**config.mk**
```make
export PLATFORM = sky130hd
export DESIGN_NAME = rgb_pingpong_gradient_unit
export DESIGN_NICKNAME = d
export VERILOG_FILES = /design/src/sv/rpg_pkg.sv /design/src/sv/rgb_pingpong_gradient_unit.sv /design/src/sv/rpg_div.sv
export SDC_FILE = /design/constraint.sdc
export NUM_CORES = 1
export LEC_CHECK = 0
export BUFFER_PORTS_ARGS = -buffer_cell sky130_fd_sc_hd__buf_2
export CAP_MARGIN = 20
export CORE_MARGIN = 10
export CORE_UTILIZATION = 44
export CTS_CLUSTER_DIAMETER = 80
export DETAILED_ROUTE_END_ITERATION = 10
export PLACE_DENSITY = 0.61
export REMOVE_ABC_BUFFERS = 1
export SLEW_MARGIN = 20
export SYNTH_ARGS = -nofsm -noshare
export SYNTH_HDL_FRONTEND = slang
export SYNTH_HIERARCHICAL = 1
export SYNTH_SLANG_ARGS = --single-unit
```
**constraint.sdc**
```tcl
create_clock -name clk -period 11.5 [get_ports clk]
set_input_delay 0 -clock clk [delete_from_list [all_inputs] [get_ports clk]]
set_output_delay 0 -clock clk [all_outputs]
set_load 0.02 [all_outputs]
```
**src/sv/rpg_pkg.sv**
```systemverilog
// Shared constants and helpers for the RGB ping-pong gradient unit.
package rpg_pkg;

    localparam int FRAC_BITS  = 16;
    localparam int CH_W       = 8;
    localparam int RGB_W      = 3 * CH_W;
    localparam int ACC_W      = FRAC_BITS + CH_W + 1;
    localparam int DIV_W      = FRAC_BITS + CH_W;
    localparam int DIV_CNT_W  = $clog2(DIV_W + 1);
    localparam int STEP_CNT_W = 16;
    localparam int CFG_ADDR_W = 2;
    localparam int CFG_DATA_W = RGB_W;
    localparam int CH_IDX_W   = 2;

    localparam logic [CFG_ADDR_W-1:0] REG_START_RGB  = 2'd0;
    localparam logic [CFG_ADDR_W-1:0] REG_END_RGB    = 2'd1;
    localparam logic [CFG_ADDR_W-1:0] REG_STEP_COUNT = 2'd2;

    localparam logic [CH_IDX_W-1:0] CH_RED   = 2'd0;
    localparam logic [CH_IDX_W-1:0] CH_GREEN = 2'd1;
    localparam logic [CH_IDX_W-1:0] CH_BLUE  = 2'd2;

    typedef logic signed [ACC_W-1:0] acc_t;

    // Pick one 8-bit channel out of a packed RGB888 word.
    function automatic logic [CH_W-1:0] chan_of(input logic [RGB_W-1:0] rgb,
                                                input logic [CH_IDX_W-1:0] idx);
        logic [CH_W-1:0] c;
        unique case (idx)
            CH_RED:   c = rgb[3*CH_W-1:2*CH_W];
            CH_GREEN: c = rgb[2*CH_W-1:CH_W];
            default:  c = rgb[CH_W-1:0];
        endcase
        return c;
    endfunction

    // Integer part of an accumulator, negative clamps to zero.
    function automatic logic [CH_W-1:0] sat_chan(input acc_t acc);
        logic [CH_W-1:0] c;
        if (acc[ACC_W-1])
            c = '0;
        else
            c = acc[ACC_W-2:FRAC_BITS];
        return c;
    endfunction

endpackage

```
**src/sv/rgb_pingpong_gradient_unit.sv**
```systemverilog
// Top level of the RGB ping-pong gradient unit: sequencer, channel state, output register.
// Restart item: three divider passes (start, 24 quotient bits, step write), one per
// channel, plus accept and output load.
// Tick item: one shared add per channel plus accept and output load.
// One item at a time: the next item is taken in the cycle after the result loads;
// the output register lets it in while a result waits.
// Reset (rst_n, async low) clears accumulators, steps and tick count and loads
// the registers with their reset values.
module rgb_pingpong_gradient_unit (
    input  logic                             clk,
    input  logic                             rst_n,
    // configuration write port
    input  logic                             cfg_we,
    input  logic [rpg_pkg::CFG_ADDR_W-1:0]   cfg_addr,
    input  logic [rpg_pkg::CFG_DATA_W-1:0]   cfg_wdata,
    // input items
    input  logic                             s_axis_tvalid,
    output logic                             s_axis_tready,
    input  logic [7:0]                       s_axis_tdata,   // [0] restart
    // result items
    output logic                             m_axis_tvalid,
    input  logic                             m_axis_tready,
    output logic [rpg_pkg::RGB_W-1:0]        m_axis_tdata,   // [23:0] rgb_out
    output logic [0:0]                       m_axis_tuser    // [0] turned
);

    typedef enum logic [2:0] {
        S_IDLE,
        S_DIV_START,
        S_DIV_WAIT,
        S_TICK,
        S_FIN
    } state_t;

    // configuration registers
    logic [rpg_pkg::RGB_W-1:0]        start_rgb_reg;
    logic [rpg_pkg::RGB_W-1:0]        end_rgb_reg;
    logic [rpg_pkg::STEP_CNT_W-1:0]   step_count_reg;

    // sequencer and channel state
    state_t                           state_reg;
    logic [rpg_pkg::CH_IDX_W-1:0]     ch_reg;
    rpg_pkg::acc_t                    acc_reg  [3];
    rpg_pkg::acc_t                    step_reg [3];
    logic [rpg_pkg::STEP_CNT_W-1:0]   tick_reg;
    logic                             turn_reg;

    // output register
    logic                             m_valid_reg;
    logic [rpg_pkg::RGB_W-1:0]        m_rgb_reg;
    logic                             m_turned_reg;

    logic                             in_fire;
    logic                             restart;
    logic [rpg_pkg::STEP_CNT_W-1:0]   tick_inc;
    logic                             turn_now;
    logic                             out_load;

    // divider hookup
    logic                             div_start;
    logic                             div_done;
    logic [rpg_pkg::DIV_W-1:0]        div_dividend;
    logic [rpg_pkg::DIV_W-1:0]        div_quotient;

    logic [rpg_pkg::CH_W:0]           ch_diff;      // end - start, 9-bit signed
    logic                             diff_neg;
    logic [rpg_pkg::CH_W-1:0]         diff_mag;
    rpg_pkg::acc_t                    quo_ext;
    rpg_pkg::acc_t                    step_new;

    assign s_axis_tready = (state_reg == S_IDLE);
    assign in_fire       = s_axis_tvalid && s_axis_tready;
    assign restart       = s_axis_tdata[0];

    assign tick_inc = tick_reg + 1'b1;
    assign turn_now = (tick_inc == step_count_reg);

    // result leaves the sequencer once the output slot is free or freeing
    assign out_load = (state_reg == S_FIN) && (!m_valid_reg || m_axis_tready);

    // |end - start| << FRAC_BITS is divided as a magnitude, sign put back after,
    // which truncates toward zero.
    assign ch_diff  = {1'b0, rpg_pkg::chan_of(end_rgb_reg, ch_reg)}
                    - {1'b0, rpg_pkg::chan_of(start_rgb_reg, ch_reg)};
    assign diff_neg = ch_diff[rpg_pkg::CH_W];
    assign diff_mag = diff_neg ? (~ch_diff[rpg_pkg::CH_W-1:0] + 1'b1)
                               : ch_diff[rpg_pkg::CH_W-1:0];
    assign div_dividend = {diff_mag, {rpg_pkg::FRAC_BITS{1'b0}}};
    assign div_start    = (state_reg == S_DIV_START);

    assign quo_ext = rpg_pkg::acc_t'({1'b0, div_quotient});

    always_comb
    begin
        if (step_count_reg == '0)
            step_new = '0;          // divide by zero yields a zero step
        else if (diff_neg)
            step_new = rpg_pkg::acc_t'(0) - quo_ext;
        else
            step_new = quo_ext;
    end

    rpg_div u_div (
        .clk      (clk),
        .rst_n    (rst_n),
        .start    (div_start),
        .dividend (div_dividend),
        .divisor  (step_count_reg),
        .done     (div_done),
        .quotient (div_quotient)
    );

    // configuration writes
    always_ff @(posedge clk or negedge rst_n)
    begin
        if (!rst_n)
        begin
            start_rgb_reg  <= '0;
            end_rgb_reg    <= '1;
            step_count_reg <= rpg_pkg::STEP_CNT_W'(64);
        end
        else if (cfg_we)
        begin
            unique case (cfg_addr)
                rpg_pkg::REG_START_RGB:  start_rgb_reg  <= cfg_wdata;
                rpg_pkg::REG_END_RGB:    end_rgb_reg    <= cfg_wdata;
                rpg_pkg::REG_STEP_COUNT:
                    step_count_reg <= cfg_wdata[rpg_pkg::STEP_CNT_W-1:0];
                default: ;
            endcase
        end
    end

    // sequencer, channel state and output register
    always_ff @(posedge clk or negedge rst_n)
    begin
        if (!rst_n)
        begin
            state_reg    <= S_IDLE;
            ch_reg       <= rpg_pkg::CH_RED;
            tick_reg     <= '0;
            turn_reg     <= 1'b0;
            m_valid_reg  <= 1'b0;
            m_rgb_reg    <= '0;
            m_turned_reg <= 1'b0;
            for (int i = 0; i < 3; i++)
            begin
                acc_reg[i]  <= '0;
                step_reg[i] <= '0;
            end
        end
        else
        begin
            if (out_load)
                m_valid_reg <= 1'b1;
            else if (m_axis_tready)
                m_valid_reg <= 1'b0;

            unique case (state_reg)
                S_IDLE:
                begin
                    ch_reg <= rpg_pkg::CH_RED;
                    if (in_fire)
                    begin
                        if (restart)
                        begin
                            // load start colour in 8.FRAC fixed point
                            for (int i = 0; i < 3; i++)
                                acc_reg[i] <= {1'b0,
                                    rpg_pkg::chan_of(start_rgb_reg,
                                                     rpg_pkg::CH_IDX_W'(i)),
                                    {rpg_pkg::FRAC_BITS{1'b0}}};
                            tick_reg  <= '0;
                            turn_reg  <= 1'b0;
                            state_reg <= S_DIV_START;
                        end
                        else
                        begin
                            tick_reg  <= turn_now ? '0 : tick_inc;
                            turn_reg  <= turn_now;
                            state_reg <= S_TICK;
                        end
                    end
                end

                S_DIV_START:
                    state_reg <= S_DIV_WAIT;

                S_DIV_WAIT:
                begin
                    if (div_done)
                    begin
                        step_reg[ch_reg] <= step_new;
                        if (ch_reg == rpg_pkg::CH_BLUE)
                            state_reg <= S_FIN;
                        else
                        begin
                            ch_reg    <= ch_reg + 1'b1;
                            state_reg <= S_DIV_START;
                        end
                    end
                end

                S_TICK:
                begin
                    // one channel per cycle through the shared adder
                    acc_reg[ch_reg] <= acc_reg[ch_reg] + step_reg[ch_reg];
                    if (turn_reg)
                        step_reg[ch_reg] <= rpg_pkg::acc_t'(0) - step_reg[ch_reg];
                    if (ch_reg == rpg_pkg::CH_BLUE)
                        state_reg <= S_FIN;
                    else
                        ch_reg <= ch_reg + 1'b1;
                end

                S_FIN:
                begin
                    // wait for a free output slot
                    if (out_load)
                    begin
                        m_rgb_reg    <= {rpg_pkg::sat_chan(acc_reg[0]),
                                         rpg_pkg::sat_chan(acc_reg[1]),
                                         rpg_pkg::sat_chan(acc_reg[2])};
                        m_turned_reg <= turn_reg;
                        state_reg    <= S_IDLE;
                    end
                end

                default:
                    state_reg <= S_IDLE;
            endcase
        end
    end

    assign m_axis_tvalid   = m_valid_reg;
    assign m_axis_tdata    = m_rgb_reg;
    assign m_axis_tuser[0] = m_turned_reg;

endmodule

```
**src/sv/rpg_div.sv**
```systemverilog
// Serial restoring divider, one quotient bit per cycle.
module rpg_div (
    input  logic                                 clk,
    input  logic                                 rst_n,
    input  logic                                 start,
    input  logic [rpg_pkg::DIV_W-1:0]            dividend,
    input  logic [rpg_pkg::STEP_CNT_W-1:0]       divisor,
    output logic                                 done,
    output logic [rpg_pkg::DIV_W-1:0]            quotient
);

    logic [rpg_pkg::DIV_W-1:0]        quo_reg;
    logic [rpg_pkg::STEP_CNT_W-1:0]   rem_reg;
    logic [rpg_pkg::DIV_CNT_W-1:0]    cnt_reg;
    logic                             busy_reg;
    logic                             done_reg;

    logic [rpg_pkg::STEP_CNT_W:0]     trial;
    logic [rpg_pkg::STEP_CNT_W:0]     diff;
    logic                             fits;

    assign trial = {rem_reg, quo_reg[rpg_pkg::DIV_W-1]};
    assign diff  = trial - {1'b0, divisor};
    assign fits  = (trial >= {1'b0, divisor});

    always_ff @(posedge clk or negedge rst_n)
    begin
        if (!rst_n)
        begin
            busy_reg <= 1'b0;
            done_reg <= 1'b0;
            cnt_reg  <= '0;
        end
        else
        begin
            done_reg <= 1'b0;
            if (start)
            begin
                busy_reg <= 1'b1;
                cnt_reg  <= rpg_pkg::DIV_CNT_W'(rpg_pkg::DIV_W);
            end
            else if (busy_reg)
            begin
                cnt_reg <= cnt_reg - 1'b1;
                if (cnt_reg == rpg_pkg::DIV_CNT_W'(1))
                begin
                    busy_reg <= 1'b0;
                    done_reg <= 1'b1;
                end
            end
        end
    end

    // datapath, no reset needed
    always_ff @(posedge clk)
    begin
        if (start)
        begin
            quo_reg <= dividend;
            rem_reg <= '0;
        end
        else if (busy_reg)
        begin
            quo_reg <= {quo_reg[rpg_pkg::DIV_W-2:0], fits};
            rem_reg <= fits ? diff[rpg_pkg::STEP_CNT_W-1:0]
                            : trial[rpg_pkg::STEP_CNT_W-1:0];
        end
    end

    assign done     = done_reg;
    assign quotient = quo_reg;

endmodule

```
## Yosys cells after proc, flatten, opt, wreduce, memory -nomap -nowiden

Cells that the tools add are included.

| word-level totals | value |
|---|---|
| register bits after elaboration | 309 |
| bits in latches | 0 |
| RAM bits | 0 |
| memory bits (read-only) | 0 |
| input port bits | 39 |
| output and inout port bits | 27 |
| logic and storage cells | 126 |
| memories kept | 0 |

| operators by class | value |
|---|---|
| add/subtract/negate cells | 9 |
| $mul | 0 |
| div/mod/pow operators | 0 |
| $lt $le $gt $ge | 3 |
| equality and inequality tests | 16 |
| shifts and indexed selects | 0 |
| multiplexer cells | 51 |
| bitwise gates (word level) | 2 |
| reductions and logical operators | 23 |

Operator list:

| operator | number |
|---|---|
| two-way mux 75 bit | 4 |
| case mux 75 bit (2 select lines) | 2 |
| bitwise mux 75 bit | 3 |
| two-way mux 25 bit | 7 |
| binary-select mux 25 bit (select 2 bit) | 2 |
| demux 25 bit (select 2 bit) | 1 |
| two-way mux 16 bit | 3 |
| two-way mux 24 bit | 2 |
| two-way mux 8 bit | 4 |
| case mux 8 bit (2 select lines) | 2 |
| adder 25 bit | 1 |
| subtractor 1 x 24 -> 25 bit (first input constant) | 1 |
| subtractor 1 x 25 -> 25 bit (first input constant) | 1 |
| >= comparator 17 x 16 -> 1 bit | 1 |
| adder 16 x 1 -> 16 bit (second input constant) | 1 |
| == test 16 bit | 1 |
| zero test 16 bit | 1 |
| subtractor 16 bit | 1 |
| two-way mux 3 bit | 5 |
| case mux 3 bit (5 select lines) | 1 |
| AND reduction 2 bit | 6 |
| two-way mux 5 bit | 2 |
| two-way mux 1 bit | 9 |
| subtractor 8 x 8 -> 9 bit | 1 |
| 26 further kinds | 42 |

## Longest topological paths before layout

Gate-level depths: netlist of the first run.

| depth | value |
|---|---|
| depth after elaboration | 8 |
| mapped depth | 22 |
| depth with buffers taken out | 16 |

## Modules after synthesis

Netlist of the first run, hierarchy kept.

Modules (own cells, without submodules):

| module | times used | cells an instance | area each (µm²) | seq. area each (µm²) |
|---|---|---|---|---|
| rgb_pingpong_gradient_unit | 1 | 1539 | 15031.9 | 6587.6 |
| rpg_div | 1 | 299 | 2960.3 | 1216.2 |

## Worst setup path after synthesis of the first run

Ideal clock, no wire load.

| timing path | value |
|---|---|
| path type | reg-to-reg |
| from | reg ch_reg[1] (netlist name) |
| to | reg u_div.quo_reg, in the netlist u_div/quotient[23], data pin |
| library setup time | 0.260 ns |
| arrival | 5.148 ns |
| required time | 11.240 ns |
| slack | 6.092 ns |
| stages on the path, launching flop included | 21 |
| buffers on the path | 7 |
| clock period less this slack | 5.408 ns |
| cells stage by stage | dfrtp_1 -> buf_2 -> buf_2 -> buf_1 -> buf_1 -> inv_1 -> ha_1 -> clkbuf_1 -> clkbuf_1 -> clkbuf_1 -> o31ai_1 -> ha_1 -> fa_1 -> nor2b_1 -> o2111a_1 -> a2111oi_0 -> xnor2_1 -> or4_1 -> o21ai_0 -> xnor2_1 -> mux2_2 |

| between the ends | value |
|---|---|
| longest elaborated chain between the ends | 7 |
| elaborated cells on any way between the ends | 9 |
| those cells by class | add/sub: 2; eq/ne: 1; mux: 4; bitwise: 1; reduce/logical: 1 |

Ends and longest elaborated chain:

| item | line | RTL |
|---|---|---|
| from (decl) | rgb_pingpong_gradient_unit.sv:42 | `logic [rpg_pkg::CH_IDX_W-1:0] ch_reg;` |
| from (signal assigned) | rgb_pingpong_gradient_unit.sv:140 | `ch_reg <= rpg_pkg::CH_RED;` |
| from (signal assigned) | rgb_pingpong_gradient_unit.sv:162 | `ch_reg <= rpg_pkg::CH_RED;` |
| from (signal assigned) | rgb_pingpong_gradient_unit.sv:198 | `ch_reg <= ch_reg + 1'b1;` |
| == test 2 x 1 -> 1 bit / zero test 2 bit (equally long branches) | rpg_pkg.sv:29 | `unique case (idx)` |
| case mux 8 bit (2 select lines) | rpg_pkg.sv:29 |  |
| subtractor 8 x 8 -> 9 bit * | rgb_pingpong_gradient_unit.sv:84 | `- {1'b0, rpg_pkg::chan_of(start_rgb_reg, ch_reg)};` |
| inverter 8 bit | rgb_pingpong_gradient_unit.sv:86 | `assign diff_mag = diff_neg ? (~ch_diff[rpg_pkg::CH_W-1:0] + 1'b1)` |
| adder 8 x 1 -> 8 bit | rgb_pingpong_gradient_unit.sv:86 |  |
| two-way mux 8 bit * | rgb_pingpong_gradient_unit.sv:86 |  |
| net diff_mag (one bit) | rgb_pingpong_gradient_unit.sv:67 | `logic [rpg_pkg::CH_W-1:0] diff_mag;` |
| two-way mux 24 bit * | rpg_div.sv:57 | `if (start)` |
| to (signal assigned) | rpg_div.sv:59 | `quo_reg <= dividend;` |
| to (signal assigned) | rpg_div.sv:64 | `quo_reg <= {quo_reg[rpg_pkg::DIV_W-2:0], fits};` |
| to (decl) | rpg_div.sv:12 | `logic [rpg_pkg::DIV_W-1:0] quo_reg;` |

Mark *: on every way through the listed nets, which the timed path passes. The rest lies on a longest branch.
A chain may end at the register's enable or synchronous reset.

## Final worst setup path of the first run

| timing path | value |
|---|---|
| from | reg ch_reg[1] (netlist name) |
| to | reg acc_reg[48] (netlist name) |

| between the ends | value |
|---|---|
| longest elaborated chain between the ends | 7 |
| elaborated cells on any way between the ends | 15 |
| those cells by class | add/sub: 1; order compare: 2; mux: 10; bitwise: 1; reduce/logical: 1 |

Ends and longest elaborated chain:

| item | line | RTL |
|---|---|---|
| inverter 2 -> 3 bit (not written as such) * | rgb_pingpong_gradient_unit.sv:207 | `acc_reg[ch_reg] <= acc_reg[ch_reg] + step_reg[ch_reg];` |
| binary-select mux 25 bit (select 2 bit), or another cell as far along | rgb_pingpong_gradient_unit.sv:207 |  |
| two-way mux 25 bit (not written as such) / logical AND 1 bit (equally long branches) | rgb_pingpong_gradient_unit.sv:207 |  |
| two-way mux 25 bit (not written as such) | rgb_pingpong_gradient_unit.sv:207 |  |
| adder 25 bit / demux 25 bit (select 2 bit) (equally long branches) | rgb_pingpong_gradient_unit.sv:207 |  |
| bitwise mux 75 bit * | rgb_pingpong_gradient_unit.sv:207 |  |
| case mux 75 bit (2 select lines) * | rgb_pingpong_gradient_unit.sv:159 | `unique case (state_reg)` |
| to (signal, indexed assignment) | rgb_pingpong_gradient_unit.sv:169 | `acc_reg[i] <= {1'b0,` |
| to (signal, indexed assignment) | rgb_pingpong_gradient_unit.sv:207 |  |
| to (decl) | rgb_pingpong_gradient_unit.sv:43 | `rpg_pkg::acc_t acc_reg [3];` |

Every way passes the cells marked *; elsewhere a longest branch is shown, timed or not. The select of a mux whose other input is x is not followed.

==> summary.md, run 1 <==
| Metric | Value |
|---|---|
| Status | finished clean |
| Worst Setup End Kind | flip-flop |
| Drt pass-1 iters | 5 |
| Fillers | ~3.7k |
| Die height | ~220 um |
| CP Class | flip-flop to flip-flop |
| Die W | around 220 um |
| Share of cells above drive strength 1 | 17.4% |
| FF-to-FF setup slack | ~6.2 ns |
| Num CTS Buffers | 37 |
| Slowest cell on the critical path | dfrtp_4 |
| Hpwl dp | 31.9 mm |
| Worst-case reg-to-reg path depth | 14 |
| HP Class | input pin to flip-flop |
| Leak | 0.00879 uW |
| FMAX | roughly 190 MHz |
| TritonCTS clock tree | yes |
| Ys async rst share | around 87% |
| Nets@finish | between 1.5k and 2k |
| Clk root buf | clkbuf_16 |
| Unrepaired setup endpoints after global routing | false |
| Register area | between 7000 and 8000 sq um |
| Arr. time, crit path | between 5 and 6 ns |
| Setup crit end | acc_reg[48] |
| RePlAce Congestion | ~0.89 |
| Clock Sinks | just over 300 |
| Via count | about 14k |
| Post-DR vias/cell | 5.74 |
| Clk slew on worst S/H paths | ~0.06 ns |
| Worst-margin pin slew | 0.990 ns |
| Slew Viols, Final | 0 |
| Main synth FF type | dfrtp_1 |
| Initial antenna violation count | 0 |
| Row count | 74 |
| Most frequent cells in the layout | 243 x dfrtp_1, 192 x nand2_1, 184 x o21ai_0 |
| Max-Cap Viols | 0 |
| Mean Syn Cell Area | 9.79 sq um |
| Total negative setup slack | 0 ns |
| Launch point of the worst reg-to-reg path | ch_reg[1] |
| DR DRC count | 0 |
| Initial Util | between 40% and 50% |
| Ant. Diodes | 0 |
| Peak supply drop | 0.193 mV |
| Clk buf depth | 3 |
| Post-synth EDFFs | 24 |
| Largest net degree at the start of global routing | 159 |
| Worst setup SP type | flip-flop |
| Resized cells post-CTS | 0 |
| YS warnings | 6 |
| Die area | 49,400 sq um |
| Gate count of the mapped netlist | roughly 1.8k |
| Post-Route WL | 46.8 mm |
| Dpl ws | around 6.3 ns |
| Post-synthesis mux area share | 12.1% |
| Iter 0 DRT Violations | 1,012 |
| Footprint of the multi-input gates | ~9600 sq um |
| Power consumption | approximately 6500 uW |
| GRT Overall Usage | between 10% and 20% |
| First-pass GRT wire length | 75.4 mm |
| Rel. slew slack | ~34% |
| Reg2reg end | acc_reg[48] |
| Synth Area in Adders | 4.37% |
| Worst-path cell chain | buf_4 -> nor2b_4 -> buf_4 -> nand2_1 -> o21ai_1 -> ha_1 -> and4_1 -> nor4bb_1 -> a211oi_1 -> o31ai_1 -> a21oi_1 -> o21ai_0 -> xnor2_1 -> o21ai_0 |
| Per-cell routed wire length | ~19 um |
| Tcrit/Tclk final | between 40 and 50% |
| Distinct cells, synth | 80 |
| Hold depth | 4 |
| I/O Pins | between 60 and 70 |
| H-tree Lvls | 2 |
| I/O Buffers | 58 |
| Post-synthesis simple-gate area fraction | a little over an eighth |
| Worst path max stage delay | approximately 0.67 ns |
| Flops & latches, synth | slightly above 300 |
| Most common cell after layout, fill and taps aside | dfrtp_1 |
| Clk_skew | roughly 0.024 ns |
| PnR worst setup slack | around 6.2 ns |
| Clk_lat worst skew | roughly 0.55 ns |
| Period minus WS final | about 5.3 ns |
| Max FO, Critical Path | slightly below 50 |
| Final ANT Viol Nets | 0 |
| Mapped Area | 18,000 sq um |
| Largest family of logic cells by synthesized area | compound AO/OA/AOI/OAI gates |
| PD cells | around 320 nW/um^2 |
| Register area share after synthesis | a little over two fifths |
| Crit path required time | 11.90 ns |
| Final setup fails | 0 |
| Hold Vio Cnt, Final | 0 |
| Worst setup startpoint | ch_reg[1] |
| GRT overflow | 0 |
| Synth-to-Final Area Change | 12.8% |
| Vias in the first global route | between 10k and 15k |
| Core ar. | slightly above 40,000 sq um |
| Compound-gate portion of the synthesized area | 18.2% |
| Post-Synth XOR/XNOR Area | between 5 and 6% |
==> area by class of cell <==
type | count | area share, %
well taps | 532 | 3.28
inverters | 62 | 1.15
clock inverters | 16 | 0.771
flip-flops and latches | 309 | 38.5
repair buffers | 105 | 3.61
clock buffers | 49 | 5.28
multi-input cells | 1382 | 47.4
==> per-layer routing <==
layer / vias up / track usage [%] / part of all wire (%)
met4: 0 / 5.27 / 2.1
met2: 308 / 30.5 / 47
met1: 6942 / 24.6 / 46
li1: 6774 / - / -
met5: - / 0 / 0
met3: 65 / 2.70 / 4.8
==> logic make-up after synthesis <==
kind of cell / count (synthesis)
AOI/OAI and AO/OA: 512
and+or+nand+nor: 489
DFF: 309
muxes: 199
buffers and inverters: 162
xor gates and xnor gates: 105
adders and majority gates: 61
other: 1
==> where the power goes <==
part           total, uW  internal [uW]  switching [uW]  leakage (uW)
clock               1180            703             476      0.000611
sequential          1740           1450             295       0.00389
combinational       3590           1440            2160       0.00429
total               6520           3590            2930       0.00879
==> worst max-delay path: cells and delay by family (launching register included) <==
family	cells	cell delay, ns
AND/OR/NAND/NOR	4	0.60
XOR/XNOR	1	0.23
adder cells (fa/ha/maj)	1	0.42
buffers and inverters	2	0.93
flip-flops	1	0.67
AO/OA/AOI/OAI	6	2.18
==> through the flow <==
stage	std cells	hold WS [ns]	cell area [sq um]	utilization (%)
floorplan	1753	-0.296	17600	-
global placement	2363	0.125	18800	46.2
detailed placement	2363	0.117	18800	46.2
CTS	2455	0.0330	20300	49.9
global route	2455	0.0590	20300	49.9
finish	2455	0.0602	20300	49.9
==> Yosys cell counts (4+ instances only) <==
master       n  share of area [%]
o2bb2ai_1   16               0.78
or3_1       10               0.35
dfstp_2     25                3.7
xor2_1      38                1.8
o22ai_1     22               0.76
a31oi_1      9               0.31
nor4_1      14               0.49
edfxtp_1    24                4.0
o31ai_1     10               0.42
a21boi_0     5               0.21
a211oi_1    18               0.75
nand2_1    192                4.0
o21a_1       8               0.33
a21oi_1     90                2.5
inv_1       62                1.3
o21ai_1      7               0.19
a311oi_1    11               0.54
buf_1       12               0.25
nand3_1     30               0.83
clkbuf_1    78                1.6
and3_1      14               0.49
nor3_1      39                1.1
nand2b_1    40                1.4
dfrtp_1    244                 34
nand4_1     10               0.35
a22oi_1     13               0.54
ha_1        58                4.0
o211ai_1     6               0.25
o21ai_0    184                5.1
nor2_1      81                1.7
a21o_1      15               0.63
mux2i_1     58                3.2
a32oi_1     13               0.63
or4_1        4               0.17
buf_2        4               0.11
xnor2_1     67                3.3
a21oi_2      9               0.44
and2_1       7               0.24
nor3b_1      7               0.29
a22o_1      38                1.8
mux2_2     141                8.8
nor2b_1     19               0.66
o21bai_1     6               0.25
dfxtp_1     16                1.8
==> worst min-delay path by stage <==
stage / slack [ns] / to / startpoint
finish: 0.06 / start_rgb_reg[2] / cfg_addr[1]
global route: 0.06 / start_rgb_reg[3] / cfg_addr[1]
CTS: 0.03 / start_rgb_reg[3] / cfg_addr[1]
detailed placement: 0.12 / acc_reg[7] / rst_n
global placement: 0.13 / acc_reg[32] / rst_n
floorplan: -0.30 / acc_reg[0] / rst_n
==> repair_timing <==
item | CTS | global route
buffers inserted | 0 | 0
hold buffers | 27 | 0
hold endpoints to repair | 180 | 0
Power figures use the tool's default switching activity.
==> inputs of run 2 (changes only) <==
PLACE_DENSITY = 0.63   (was 0.61)
clock period = 4.4 ns   (was 11.5 ns; I/O delays follow)
==> summary.md, run 2 (synthesis gave the netlist of run 1 again) <==
| Metric | Value |
|---|---|
| Worst-path cell chain | inv_1 -> ha_1 -> buf_4 -> buf_4 -> a21oi_1 -> ha_1 -> nor2b_1 -> o2111a_1 -> a2111oi_1 -> xnor2_1 -> or4_1 -> o21ai_0 -> xnor2_1 -> mux2_2 |
| Power consumption | 17,400 uW (+170%) |
| # placed instances | 2,401 (+1.6%) |
| Die W | 222 um (unchanged) |
| Clk_lat worst skew | 0.55 ns (about the same) |
| Peak supply drop | 0.396 mV (+110%) |
| Register area | 7800 sq um (about the same) |
| Final setup fails | 0 (unchanged) |
| PD cells | 845 nW/um^2 (+160%) |
| Period minus WS final | 4.14 ns (-1.11 ns) |
| Delay-heaviest family, CP | compound AO/OA/AOI/OAI gates |
| Clk_skew | 0.0194 ns (-0.00470 ns) |
| H-tree Lvls | 2 (unchanged) |
| I/O Buffers | 58 (unchanged) |
| Worst setup SP type | flip-flop |
| Nets@finish | 2,036 (+2.0%) |
| Post-DR vias/cell | 5.77 (+0.58%) |
| Largest net degree at the start of global routing | 117 (-26%) |
| Arr. time, crit path | 4.44 ns (-1.21 ns) |
| Drt pass-1 iters | 6 (+1) |
| Clk root buf | clkbuf_16 |
| Ant. Diodes | 0 (unchanged) |
| Most common cell after layout, fill and taps aside | dfrtp_1 |
| Worst Setup End Kind | flip-flop |
| Hpwl dp | 33.5 mm (+5.1%) |
| Die area | 49,400 sq um (unchanged) |
| Share of cells above drive strength 1 | 19.1% (+1.6 points) |
| Max FO, Critical Path | 13 (-73%) |
| Post-Layout Inst Area | 20,600 sq um (+1.7%) |
| Worst path max stage delay | 0.55 ns (-0.12 ns) |
| Tcrit/Tclk final | 94.2% (+49 points) |
| TritonCTS clock tree | yes |
| Fillers | 3,701 (-0.83%) |
| Via count | 14.4k (+2.2%) |
| Worst-case reg-to-reg path depth | 14 (unchanged) |
| I/O Pins | 66 (unchanged) |
| Slowest cell on the critical path | or4_1 |
| RePlAce Congestion | 0.883 (-1.3%) |
| Synth-to-Final Area Change | 14.7% |
| FF-to-FF setup slack | 0.26 ns (-5.99 ns) |
| Setup bufs post-CTS | 0 (unchanged) |
| Clk buf depth | 3 (unchanged) |
| Most frequent cells in the layout | 243 x dfrtp_1, 192 x nand2_1, 184 x o21ai_0 |
| Status | finished clean |
| Crit path required time | 4.70 ns (-7.20 ns) |
| Initial Util | 44.3% (unchanged) |
| Max-Cap Viols | 0 (unchanged) |
| First-pass GRT wire length | 77.5 mm (+2.8%) |
| Non-Filler Instances | 2,495 (+1.6%) |
| GRT overflow | 0 (unchanged) |
| CP Class | flip-flop to flip-flop |
| GRT Overall Usage | 19.0% (+0.58 points) |
| Crit path buffers/inverters | 3 (+1) |
| Launch point of the worst reg-to-reg path | ch_reg[1] |
| Post-Route WL | 47.8 mm (+2.3%) |
| FMAX | 241 MHz (+27%) |
| Slew Viols, Final | 0 (unchanged) |
| Num CTS Buffers | 38 (+2.7%) |
| Footprint of the multi-input gates | 9630 sq um (about the same) |
| Leak | 0.00900 uW (+2.4%) |
| Hold depth | 4 (unchanged) |
| HP Class | input pin to flip-flop |
| Final ANT Viol Nets | 0 (unchanged) |
| Worst Hold Path EP | start_rgb_reg[3] |
| DR DRC count | 0 (unchanged) |
| Per-cell routed wire length | 19.2 um (+0.69%) |
| Post-DP Area | 19,100 sq um (+1.6%) |
| Row count | 74 (unchanged) |
| Clk slew on worst S/H paths | 0.05 ns (about the same) |
| Vias in the first global route | 14.2k (+2.5%) |
| Core Util, Final | 50.8% (+0.84 points) |
| Worst-margin pin slew | 0.951 ns (-0.0389 ns) |
| Reg2reg end | u_div/quotient[23] |
| Hold Vio Cnt, Final | 0 (unchanged) |
| Core ar. | 40,600 sq um (unchanged) |
| Rel. slew slack | 36.4% (+2.4 points) |
| Clock Sinks | 309 (unchanged) |
| Die height | 222 um (unchanged) |
| Iter 0 DRT Violations | 1,103 (+9.0%) |
| HP Start | cfg_addr[1] |
| Initial antenna violation count | 0 (unchanged) |
## run 2: cell types whose count changed in the layout (fill, tap and decap cells not counted), moves of 2 or more
cell,previous run,this run
buf_4,19,55
clkbuf_1,3,7
clkbuf_16,38,40
clkbuf_8,8,11
clkinv_2,9,5
ha_1,58,56
ha_2,0,2
## run 2: how the worst max path moves through the flow
stage,cells after the start,to,start
2_1_floorplan,14,acc_reg[24],ch_reg[1]
3_3_place_gp,14,u_div/quotient[23],ch_reg[1]
3_5_place_dp,14,u_div/quotient[23],ch_reg[0]
4_1_cts,14,u_div/quotient[23],ch_reg[0]
5_1_grt,16,u_div/quotient[23],ch_reg[1]
6_report,14,u_div/quotient[23],ch_reg[1]
## run 2: what timing repair did
action | in CTS | in global routing
hold buffers | 27 | 0
endpoints found under the setup margin | 0 | 10
resized for setup | 0 | 4
hold endpoints to repair | 182 | 0
## run 2: through the flow
stage	worst slack, ns	TNS [ns]	hold WS [ns]
2_1_floorplan	-1.44	-171.66	-0.296
3_3_place_gp	0.321	0	0.143
3_5_place_dp	0.231	0	0.141
4_1_cts	0.222	0	0.0373
5_1_grt	-0.0166	-0.0166	0.0893
6_report	0.255	0	0.0596
## run 2: layer usage
layer,part of all wire (%),GRT usage (%),vias to the layer above
met5,0,0,-
met4,2.2,5.42,0
met3,4.9,2.97,73
met2,47,31.0,327
met1,46,25.7,7125
li1,-,-,6877
## run 2: power breakdown
| part | internal (uW) | total [uW] | switching [uW] |
|---|---|---|---|
| Combinational | 3960 | 9780 | 5820 |
| Clock | 1900 | 3140 | 1230 |
| Sequential | 3780 | 4520 | 740 |
| Total | 9640 | 17400 | 7790 |
## run 2: area by class of cell
class / instances / area share (%)
flip-flops and latches: 309 / 37.8
inverters: 62 / 1.13
well taps: 532 / 3.23
repair buffers: 143 / 5.03
multi-input cells: 1382 / 46.7
clock buffers: 58 / 5.71
clock inverters: 9 / 0.388
## run 2: tightest hold or removal path, delay by kind of cell
kind	cells	cell delay, ns
AO/OA/AOI/OAI	1	0.18
buffers and inverters	2	0.33
AND/OR/NAND/NOR	1	0.04
==> inputs of run 3 (changes only) <==
SYNTH_HIERARCHICAL = default   (was 1)
==> summary.md, run 3 <==
| Metric | Value |
|---|---|
| Status | finished clean |
| Iter 0 DRT Violations | 1,127 (+2.2%) |
| Launch point of the worst reg-to-reg path | ch_reg[1] |
| Max-Cap Viols | 0 (unchanged) |
| Initial Util | 44.4% (+0.18 points) |
| Distinct cells, synth | 86 (+7.5%) |
| FMAX | 256 MHz (+6.2%) |
| Post-synth EDFFs | 8 (-67%) |
| Post-DR vias/cell | 5.87 (+1.8%) |
| First-pass GRT wire length | 79.3 mm (+2.2%) |
| Synth cell count leaders | 244 x dfrtp_1, 220 x nand2_1, 146 x o21ai_0, 111 x mux2_2, 107 x nor2_1 |
| Initial antenna violation count | 0 (unchanged) |
| Slew Viols, Final | 0 (unchanged) |
| H-tree Lvls | 2 (unchanged) |
| Mean Syn Cell Area | 9.57 sq um (-2.2%) |
| Post-Synth XOR/XNOR Area | 4.20% (-0.91 points) |
| I/O Buffers | 58 (unchanged) |
| GRT overflow | 0 (unchanged) |
| Drt pass-1 iters | 5 (-1) |
| Ranking of synthesized cells by area | dfrtp_1 34%, mux2_2 6.9%, nand2_1 4.6% |
| Die W | 223 um (+0.40%) |
| Per-cell routed wire length | 19.6 um (+2.2%) |
| Clk slew on worst S/H paths | 0.06 ns (about the same) |
| Worst-case reg-to-reg path depth | 15 (+1) |
| Gate count of the mapped netlist | 1,896 (+3.2%) |
| Nets@finish | 2,051 (+0.74%) |
| Max FO, Critical Path | 28 (+15) |
| Clk_lat worst skew | 0.56 ns (about the same) |
| Arr. time, crit path | 4.32 ns (-0.12 ns) |
| Synth-to-Final Area Change | 13.5% |
| Ant. Diodes | 0 (unchanged) |
| Setup bufs post-CTS | 0 (unchanged) |
| Most frequent cells in the layout | 241 x dfrtp_1, 220 x nand2_1, 146 x o21ai_0 |
| YS warnings | 0 (-6) |
| Flops & latches, synth | 309 (unchanged) |
| Clock Sinks | 309 (unchanged) |
| Compound-gate portion of the synthesized area | 18.1% (-0.095 points) |
| DR DRC count | 0 (unchanged) |
| Clk buf depth | 3 (unchanged) |
| GRT Overall Usage | 19.4% (+0.41 points) |
| Share of cells above drive strength 1 | 17.1% (-2.0 points) |
| Post-Route WL | 49.3 mm (+2.9%) |
| Rel. slew slack | 38.4% (+2.0 points) |
| Non-Filler Instances | 2,513 (+0.72%) |
| Reg2reg end | step_reg[48] |
| Final setup fails | 0 (unchanged) |
| Die area | 49,800 sq um (+0.79%) |
| Post-synthesis simple-gate area fraction | 16.0% (+2.7 points) |
| CP Class | flip-flop to flip-flop |
| Register area share after synthesis | 42.1% (-1.3 points) |
| Synth Area in Adders | 4.26% (-0.11 points) |
| Largest net degree at the start of global routing | 116 (-0.85%) |
| Worst setup SP type | flip-flop |
| Core ar. | 40,800 sq um (+0.46%) |
| Hold Vio Cnt, Final | 0 (unchanged) |
| Hpwl dp | 33.7 mm (+0.69%) |
| Clk_skew | 0.0266 ns (+0.00728 ns) |
| Largest family of logic cells by synthesized area | compound AO/OA/AOI/OAI gates |
| Mapped Area | 18,100 sq um (+0.87%) |
| Vias in the first global route | 14.5k (+2.0%) |
| Ys async rst share | 87.1% (unchanged) |
| Via count | 14.8k (+2.5%) |
| Tcrit/Tclk final | 88.7% (-5.5 points) |
| Most common cell after layout, fill and taps aside | dfrtp_1 |
| Leak | 0.00911 uW (+1.3%) |
| TritonCTS clock tree | yes |
| PnR worst setup slack | 0.496 ns (+0.241 ns) |
| Worst-margin pin slew | 0.925 ns (-0.0269 ns) |
| I/O Pins | 66 (unchanged) |
| Worst Setup End Kind | flip-flop |
| Row count | 74 (unchanged) |
| Num CTS Buffers | 38 (unchanged) |
| Die height | 223 um (+0.40%) |
| Post-synthesis mux area share | 11.9% (-0.19 points) |
| Final ANT Viol Nets | 0 (unchanged) |
| Peak supply drop | 0.401 mV (+1.2%) |
| RePlAce Congestion | 0.871 (-1.3%) |
| PD cells | 837 nW/um^2 (-0.95%) |
| Clk root buf | clkbuf_16 |
| Main synth FF type | dfrtp_1 |
| Largest area contributor in the netlist | dfrtp_1 |
| Most common cell in the synthesized netlist | dfrtp_1 |
| Crit path required time | 4.82 ns (+0.12 ns) |
| Unrepaired setup endpoints after global routing | false |
| HP Class | input pin to asynchronous set/reset pin |
| # placed instances | 2,416 (+0.62%) |
| Dpl ws | 0.513 ns (+0.282 ns) |
| FF-to-FF setup slack | 0.50 ns (+0.24 ns) |
| Period minus WS final | 3.90 ns (-0.241 ns) |
| Share of the synthesized area in the top cell type | 33.6% (-0.29 points) |
[run 3: cell count changes after synthesis, sizes merged, moves of 15 or more]
cell,previous run,this run
o21ai,191,173
dfxtp,16,32
edfxtp,24,8
inv,62,47
nor2,81,108
nand2,192,220
mux2,141,120
a21oi,99,76
mux2i,58,80
[run 3: cells by family (layout without fill, tap and decap cells)]
| logic type | count (synthesis) | in the layout |
|---|---|---|
| AO/OA/AOI/OAI | 498 | 498 |
| XOR/XNOR | 87 | 87 |
| buffers and inverters | 156 | 241 |
| multiplexers | 200 | 200 |
| adder cells (fa/ha/maj) | 60 | 60 |
| flip-flops | 309 | 309 |
| AND/OR/NAND/NOR | 586 | 586 |
[run 3: stage by stage]
| step | cell area [sq um] | hold WS (ns) | util (%) | total power [uW] | TNS, ns |
|---|---|---|---|---|---|
| 4_1_cts | 20600 | 0.0875 | 50.5 | 17200 | 0 |
| 3_3_place_gp | 19000 | 0.117 | 46.6 | 13700 | 0 |
| 6_report | 20600 | 0.0812 | 50.5 | 17200 | 0 |
| 3_5_place_dp | 19000 | 0.123 | 46.6 | 13900 | 0 |
| 2_1_floorplan | 17700 | -0.296 | - | 11300 | -144.50 |
| 5_1_grt | 20600 | 0.123 | 50.5 | 18600 | 0 |
[run 3: per-layer routing]
layer  vias up  track usage (%)  wire length (um)
met2       390             31.9             23100
li1       7033                -                 -
met3        76             3.46              2830
met5         -                0                 0
met1      7264             25.6             22200
met4         0             5.95              1130
[run 3: area by class of cell]
class / count / area, sq um
Clock buffer: 61 / 1200
Clock inverter: 8 / 108
Fill cell: 3713 / 20200
Inverter: 47 / 176
Multi-Input combinational cell: 1431 / 9900
Sequential cell: 309 / 7650
Tap cell: 532 / 666
Timing Repair Buffer: 125 / 911
[run 3: worst max-delay path by stage]
stage                          from           end  slack (ns)  cells past startpoint
after floorplan           ch_reg[1]  step_reg[63]       -1.78                     13
after global placement    ch_reg[1]   acc_reg[18]        0.58                     15
after detailed placement  ch_reg[1]  step_reg[63]        0.51                     15
after CTS                 ch_reg[1]  step_reg[63]        0.51                     15
after global routing      ch_reg[1]  step_reg[63]        0.20                     15
final                     ch_reg[1]  step_reg[48]        0.50                     15
[run 3: report_power, final]
part | internal, uW | switching [uW] | total [uW]
Clock | 1990 | 1260 | 3240
Sequential | 3820 | 843 | 4660
Combinational | 3750 | 5590 | 9340
Total | 9560 | 7690 | 17200
[run 3: timing repair]
item	4_1_cts	5_1_grt
gates resized for setup	0	0
hold endpoints to repair	172	0
hold buffers	28	0
[run 3: worst max-delay path, cell delays in order, from the launching register on]
cell and delay, ns:
dfrtp_4 0.56, inv_1 0.11, ha_1 0.21, buf_4 0.18, nor2_1 0.17, buf_4 0.23, a21oi_1 0.11, ha_1 0.34
nor2b_1 0.16, o2111ai_1 0.33, a31oi_2 0.13, buf_4 0.24, a21oi_1 0.20, mux2i_1 0.29, o311ai_1 0.19, mux2_1 0.33
